<file path="config.mk">
export PLATFORM = sky130hd
export DESIGN_NAME = vn_sqrt
export DESIGN_NICKNAME = d
export VERILOG_FILES = /design/src/design/vn_pkg.sv /design/src/design/vn_sqrt.sv
export SDC_FILE = /design/constraint.sdc
export NUM_CORES = 2
export LEC_CHECK = 0
export BUFFER_PORTS_ARGS = -buffer_cell sky130_fd_sc_hd__buf_2
export CAP_MARGIN = 25
export CORE_UTILIZATION = 50
export DETAILED_ROUTE_END_ITERATION = 10
export GPL_ROUTABILITY_DRIVEN = 0
export PLACE_DENSITY = 0.65
export SLEW_MARGIN = 40
export SYNTH_ARGS = -nofsm -noshare
export SYNTH_HDL_FRONTEND = slang
export SYNTH_SLANG_ARGS = --single-unit
</file>
<file path="constraint.sdc">
create_clock -name aclk -period 5.3 [get_ports aclk]
set_clock_uncertainty 0.05 [all_clocks]
set_input_delay 1.59 -clock aclk [delete_from_list [all_inputs] [get_ports aclk]]
set_output_delay 1.59 -clock aclk [all_outputs]
set_load 0.02 [all_outputs]
</file>
<file path="src/design/vn_pkg.sv">
`default_nettype none
package vn_pkg;

    localparam int IN_W      = 16;
    localparam int N_COMP    = 4;
    localparam int SQ_W      = 32;
    localparam int SUM_W     = 33;
    localparam int RAD_W     = 64;
    localparam int ROOT_W    = 32;
    localparam int SQ_STAGES = 32;
    localparam int GUARD     = 15;
    localparam int CFG_W     = 3;

    localparam logic [CFG_W-1:0] COUNT_FOUR  = 3'd4;
    localparam logic [CFG_W-1:0] COUNT_RESET = 3'd3;
    localparam logic [IN_W-1:0]  OUT_MAX     = 16'd32767;

    typedef logic [IN_W-1:0] comp_t;

    // per-request side information carried alongside the arithmetic
    typedef struct packed {
        logic [N_COMP-1:0][IN_W-1:0] mag;
        logic [N_COMP-1:0]           neg;
        logic                        zero;
        logic                        four;
    } side_t;

endpackage
`default_nettype wire

</file>
<file path="src/design/vn_sqrt.sv">
`default_nettype none
module vn_sqrt (
    input  wire logic                     aclk,
    input  wire logic                     en,
    input  wire logic [vn_pkg::RAD_W-1:0]  rad,
    output logic      [vn_pkg::ROOT_W-1:0] root
);
    import vn_pkg::*;

    logic [RAD_W-1:0] n_reg    [0:SQ_STAGES-1];
    logic [RAD_W-1:0] rt_reg   [0:SQ_STAGES-1];
    logic [RAD_W-1:0] n_next   [0:SQ_STAGES-1];
    logic [RAD_W-1:0] rt_next  [0:SQ_STAGES-1];

    // one result bit per stage, bit walks down two places each time
    always_comb begin
        logic [RAD_W-1:0] n_in;
        logic [RAD_W-1:0] rt_in;
        logic [RAD_W-1:0] bit_k;
        logic [RAD_W-1:0] trial;
        for (int k = 0; k < SQ_STAGES; k++) begin
            n_in  = (k == 0) ? rad : n_reg[(k == 0) ? 0 : k - 1];
            rt_in = (k == 0) ? '0 : rt_reg[(k == 0) ? 0 : k - 1];
            bit_k = RAD_W'(1) << (RAD_W - 2 - 2 * k);
            trial = rt_in + bit_k;
            if (n_in >= trial) begin
                n_next[k]  = n_in - trial;
                rt_next[k] = (rt_in >> 1) + bit_k;
            end else begin
                n_next[k]  = n_in;
                rt_next[k] = rt_in >> 1;
            end
        end
    end

    always_ff @(posedge aclk) begin
        if (en) begin
            for (int k = 0; k < SQ_STAGES; k++) begin
                n_reg[k]  <= n_next[k];
                rt_reg[k] <= rt_next[k];
            end
        end
    end

    assign root = rt_reg[SQ_STAGES-1][ROOT_W-1:0];

endmodule
`default_nettype wire

</file>
==> Word level (Yosys, flattened, before mapping) <==
Memory sizes are Yosys's and may differ from the RTL's.
Index checks and enable logic that the tools add are counted.
{ "totals": {"register_bits": 0, "latchBits": 0, "ram_bits": 4096, "rom_bits": 0, "output_inout_bits": 32, "n_memories": 2} }
{ "mem_list": {"columns": ["name", "words", "width", "read_ports", "rd_ports_with_merged_regs", "wr", "line", "source"], "rows": [
  ["n_reg", 32, 64, 31, 0, 32, "vn_sqrt.sv:10", "logic [RAD_W-1:0] n_reg [0:SQ_STAGES-1];"],
  ["rt_reg", 32, 64, 32, 0, 32, "vn_sqrt.sv:11", "logic [RAD_W-1:0] rt_reg [0:SQ_STAGES-1];"]
]} }
{ "classes": {"addsub": 94, "multipliers": 0, "div_mod_pow": 0, "order_cmp": 32, "eq_ne": 0, "shifts": 0, "n_mux": 66, "n_bitwise": 0, "n_reduce_logical": 0} }
{ "op_table": {"columns": ["operator", "n"], "rows": [
  ["64-bit 2-to-1 mux", 63],
  ["64-bit >= comparator", 31],
  ["64-bit subtractor", 31],
  ["63-bit by 1-bit adder with 64-bit output (second input constant)", 1],
  ["63-bit by 11-bit adder with 64-bit output (second input constant)", 1],
  ["63-bit by 13-bit adder with 64-bit output (second input constant)", 1],
  ["63-bit by 15-bit adder with 64-bit output (second input constant)", 1],
  ["63-bit by 17-bit adder with 64-bit output (second input constant)", 1],
  ["63-bit by 19-bit adder with 64-bit output (second input constant)", 1],
  ["63-bit by 21-bit adder with 64-bit output (second input constant)", 1],
  ["63-bit by 23-bit adder with 64-bit output (second input constant)", 1],
  ["63-bit by 25-bit adder with 64-bit output (second input constant)", 1],
  ["63-bit by 27-bit adder with 64-bit output (second input constant)", 1],
  ["63-bit by 29-bit adder with 64-bit output (second input constant)", 1],
  ["63-bit by 3-bit adder with 64-bit output (second input constant)", 1],
  ["63-bit by 31-bit adder with 64-bit output (second input constant)", 1],
  ["63-bit by 33-bit adder with 64-bit output (second input constant)", 1],
  ["63-bit by 35-bit adder with 64-bit output (second input constant)", 1],
  ["63-bit by 37-bit adder with 64-bit output (second input constant)", 1],
  ["63-bit by 39-bit adder with 64-bit output (second input constant)", 1],
  ["63-bit by 41-bit adder with 64-bit output (second input constant)", 1],
  ["63-bit by 43-bit adder with 64-bit output (second input constant)", 1],
  ["63-bit by 45-bit adder with 64-bit output (second input constant)", 1],
  ["63-bit by 47-bit adder with 64-bit output (second input constant)", 1],
  ["other kinds (45)", 46]
]} }

==> Logic depth before layout (Yosys ltp) <==
An unclocked memory read counts as a cell.
{ "logic_depth": {"word_depth": 4, "ltp_mapped": 15, "ltp_nobuf": 13} }

==> Worst setup path after synthesis <==
No wires, ideal clock.
{ "synth_timing": {"path_kind": "register to register", "start": "mem n_reg[20][50], in the netlist n_reg[1][306]", "end": "mem n_reg[21][52], in the netlist n_reg[1][372], data pin", "setup_time_ns": 0.271, "t_arrival_ns": 3.461, "required_time_ns": 4.979, "path_slack_ns": 1.517, "stages_incl_launch_ff": 13, "cell_sequence": "edfxtp_1 > or4_1 > or4b_1 > or4_1 > or4_4 > nor4_4 > inv_2 > nand2b_2 > a311o_1 > or2_1 > buf_4 > nor4_1 > xor2_1"} }
{ "synth_lines": {"columns": ["element", "line"], "rows": [
  ["start, declared", "vn_sqrt.sv:10"]
]} }

==> flow_summary.json <==
{
  "cts_buffers": 281,
  "endpoint_kind": "register",
  "async_reset_ff_share_pct": 0,
  "rsz0062_at_grt": "false",
  "stdcell_count": 13200,
  "setup_violations": 0,
  "io_buffers": 97,
  "ctsResizeCount": 0,
  "cp-start-kind": "register",
  "finalHoldViolations": 0,
  "viasPerCell": 5.86,
  "initial_utilization_pct": 50.4,
  "cts_tree": "built",
  "worst-path-stages": 14,
  "grt_usage_pct": 23.8,
  "syn_area_per_cell_sq_um": 12.5,
  "grt_max_degree": 144,
  "finalSetupTns_ps": 0,
  "cp-endpoint": "n_reg[1][372]$_DFFE_PP_",
  "maxCapViolations": 0,
  "fmax_mhz": 224,
  "hold_class": "reg -> reg",
  "arrival_ps": 5010,
  "drive_gt1_share_pct": 7.46,
  "grt_pass1_vias": 74800,
  "post_drt_wl_per_cell_um": 22.2,
  "post_cts_buffers": 0,
  "ant_nets": 0,
  "clk_pin_slew_ps": 60,
  "timing.hold.ws_ps": 341,
  "cp_top_family": "simple AND/OR/NAND/NOR gates",
  "die_area_sq_mm": 0.242,
  "worst_slack_ps": 841,
  "synth.distinct_cells": 87,
  "area.growth.synth_to_final_pct": 11.5,
  "reg2reg_depth": 14,
  "cts_buffer_depth": 4,
  "cellLeakagePower_nw": 50.2,
  "period_needed_ps": 4460,
  "insertion_delay_ps": 940,
  "place_inst": 12700,
  "dr.pass1.iters": 11,
  "path_cells": "inv_1 > ha_1 > and4_1 > nand4_1 > nor4_1 > or4_4 > nor4_4 > buf_4 > inv_2 > nand2b_2 > a311o_1 > or2_1 > nor4_1 > xor2_1",
  "place_ws_ps": 999,
  "met3_usage_pct": 3.34,
  "cts_num_sinks": 2512,
  "drtIter0Drc": 7416,
  "synth-edff-count": 2512,
  "use_met1_pct": 31.9,
  "hold_depth": 0,
  "irDropWorstVdd_v": 0.000470,
  "core_area_sq_mm": 0.238,
  "rows": 179,
  "cp_num_buf_inv": 3,
  "cp_max_fo": 16,
  "synth.yosys.warnings": 0,
  "gr-max-usage-layer": "met2",
  "drv_slew": 0,
  "h-tree-depth": 5,
  "worst-slew-pin-transition_ps": 1030,
  "violations": "DRC",
  "cpPeakStageDelay_ps": 930,
  "cts_hold_buf": 0,
  "relSlewSlack_pct": 30.5,
  "syn-instance-count": 9558,
  "fp.dieW_um": 492,
  "crit_required_ps": 5860,
  "fillers": 18900,
  "netlist_area_sq_mm": 0.120,
  "antenna_found_initial": 9,
  "drc": 6,
  "power_density_mw_per_mm2": 440,
  "critPathSlowestCell": "nor4_1",
  "grt_overflow": 0,
  "post-route-period-util_pct": 84.1,
  "dp_hpwl_um": 219000,
  "use_met2_pct": 39.1,
  "routed_wl_um": 293000,
  "rrSetupSlack_ps": 840,
  "critPathMostFrequentCell": "nor4_1",
  "vias": 77400,
  "synth-seq-cells": 2512,
  "largest_register_ffs": 1984,
  "synth-main-ff-cell": "edfxtp_1",
  "io_pins": 98,
  "critical_path_class": "reg -> reg",
  "grt_pass1_wl_um": 443000,
  "rr_startpoint": "rt_reg[1][288]$_DFFE_PP_",
  "status": "finished with violations",
  "finalNetCount": 10500,
  "synth.yosys.seq_area_share_pct": 62.9,
  "cts_root_buf": "clkbuf_16",
  "r2r_end": "n_reg[1][372]$_DFFE_PP_",
  "die_h_um": 492,
  "synth_nets": 10200,
  "crit_start": "rt_reg[1][288]$_DFFE_PP_"
}
## metrics by stage
stage / instance area, sq um / utilization, % / total power [mW]
2_1_floorplan: 120000 / - / 35.7
3_3_place_gp: 125000 / 52.3 / 39.4
3_5_place_dp: 125000 / 52.4 / 39.7
4_1_cts: 134000 / 56.2 / 59.0
5_1_grt: 134000 / 56.2 / 61.4
6_report: 134000 / 56.2 / 58.9
## power by group
part	leakage [nW]	internal [mW]	switching (mW)
clock network	4.38	11.5	7.69
registers	24.2	25.3	2.15
logic	21.6	5.02	7.21
total	50.2	41.8	17.0
## worst reg2reg max path: cells and delay by family, from the launching register on
family	cells	cell delay, ps
xor+xnor	1	130
compound gates	1	290
fa+ha+maj	1	420
simple gates	8	2530
buf+inv	3	360
flops	1	390
## cell usage in the layout (no fill, tap or decap), types with 62 or more instances in the layout
master     Yosys  layout
ha_1         558     558
nor3_1       283     280
nor2b_1       75      75
o21ai_0      435     434
mux2_2        81      81
nand3_1      143     143
buf_4          1      64
o21bai_1      62      62
nand2_1      650     650
xor2_1       448     448
nor2_1       663     662
or3_1         98      98
buf_2          2      96
a21oi_1      616     613
a21o_1       219     219
or4_1         67      65
inv_1        699     698
o21a_1        89      89
nand4_1      172     172
edfxtp_1    2512    2512
clkbuf_16      0     286
nand2b_1     109     109
nor4_1       320     313
xnor2_1      428     428
## cell families (layout without fill, tap and decap cells)
| logic type | count (synthesis) | in the layout | synth area share, % |
|---|---|---|---|
| fa+ha+maj | 558 | 558 | 5.82 |
| mux | 88 | 88 | 0.819 |
| flops | 2512 | 2512 | 62.9 |
| xor+xnor | 876 | 876 | 6.40 |
| buf+inv | 898 | 1368 | 2.82 |
| compound gates | 1796 | 1796 | 9.23 |
| other cells | 0 | 9 | 0 |
| simple gates | 2830 | 2830 | 12.0 |
## synth_stat cells, types with 10 or more instances
library cell / number / area, sq um
and4_1: 12 / 105
o31a_1: 14 / 123
a21boi_0: 22 / 165
o2111ai_1: 10 / 87.6
and3_1: 33 / 206
nor2b_1: 75 / 469
clkbuf_1: 184 / 691
a31o_2: 11 / 96.3
and2_1: 21 / 131
o21a_1: 89 / 668
nand2_1: 650 / 2440
inv_1: 699 / 2620
a21oi_1: 616 / 3080
nand3b_1: 17 / 128
a2111oi_0: 13 / 114
mux2_2: 81 / 912
a21o_1: 219 / 1640
nand2b_1: 109 / 682
nor4_1: 320 / 2000
a31oi_1: 40 / 250
o211ai_1: 38 / 285
o41ai_1: 11 / 96.3
a211oi_1: 45 / 338
nand4b_1: 19 / 166
nand3_1: 143 / 716
nor2_1: 663 / 2490
nor3b_1: 19 / 143
o31ai_1: 53 / 398
nor4b_1: 53 / 464
or2_2: 32 / 200
nand4_1: 172 / 1080
or4_1: 67 / 503
a211o_1: 19 / 166
o21ai_0: 435 / 2180
or3_1: 98 / 613
ha_1: 558 / 6980
edfxtp_1: 2512 / 75400
o21bai_1: 62 / 465
xor2_1: 448 / 3920
nor3_1: 283 / 1420
xnor2_1: 428 / 3750
## metal layers
layer / vias to the layer above / part of all wire (%)
li1: 36200 / -
met1: 37600 / 42
met2: 2926 / 47
met3: 629 / 6.4
met4: 4 / 4.2
met5: - / 0.0089
## final cells by class
class	count	area [sq um]	area share (%)
Inverter	703	2640	1.97
Sequential cell	2512	75400	56.4
Clock inverter	160	1700	1.27
Multi-Input combinational cell	6148	41300	30.9
Tap cell	3167	3960	2.96
Antenna cell	9	22.5	0.0168
Clock buffer	323	7300	5.46
Timing Repair Buffer	182	1410	1.05
## worst min path at each step
stage / from / to / slack, ps
floorplan: n_reg[0][413]$_DFFE_PP_ / n_reg[0][477]$_DFFE_PP_ / 370
global placement: n_reg[1][577]$_DFFE_PP_ / n_reg[1][641]$_DFFE_PP_ / 370
detailed placement: n_reg[1][645]$_DFFE_PP_ / n_reg[1][709]$_DFFE_PP_ / 380
CTS: rt_reg[1][588]$_DFFE_PP_ / rt_reg[1][651]$_DFFE_PP_ / 340
global route: rt_reg[1][588]$_DFFE_PP_ / rt_reg[1][651]$_DFFE_PP_ / 360
finish: rt_reg[1][588]$_DFFE_PP_ / rt_reg[1][651]$_DFFE_PP_ / 340
Power figures use the tool's default switching activity.
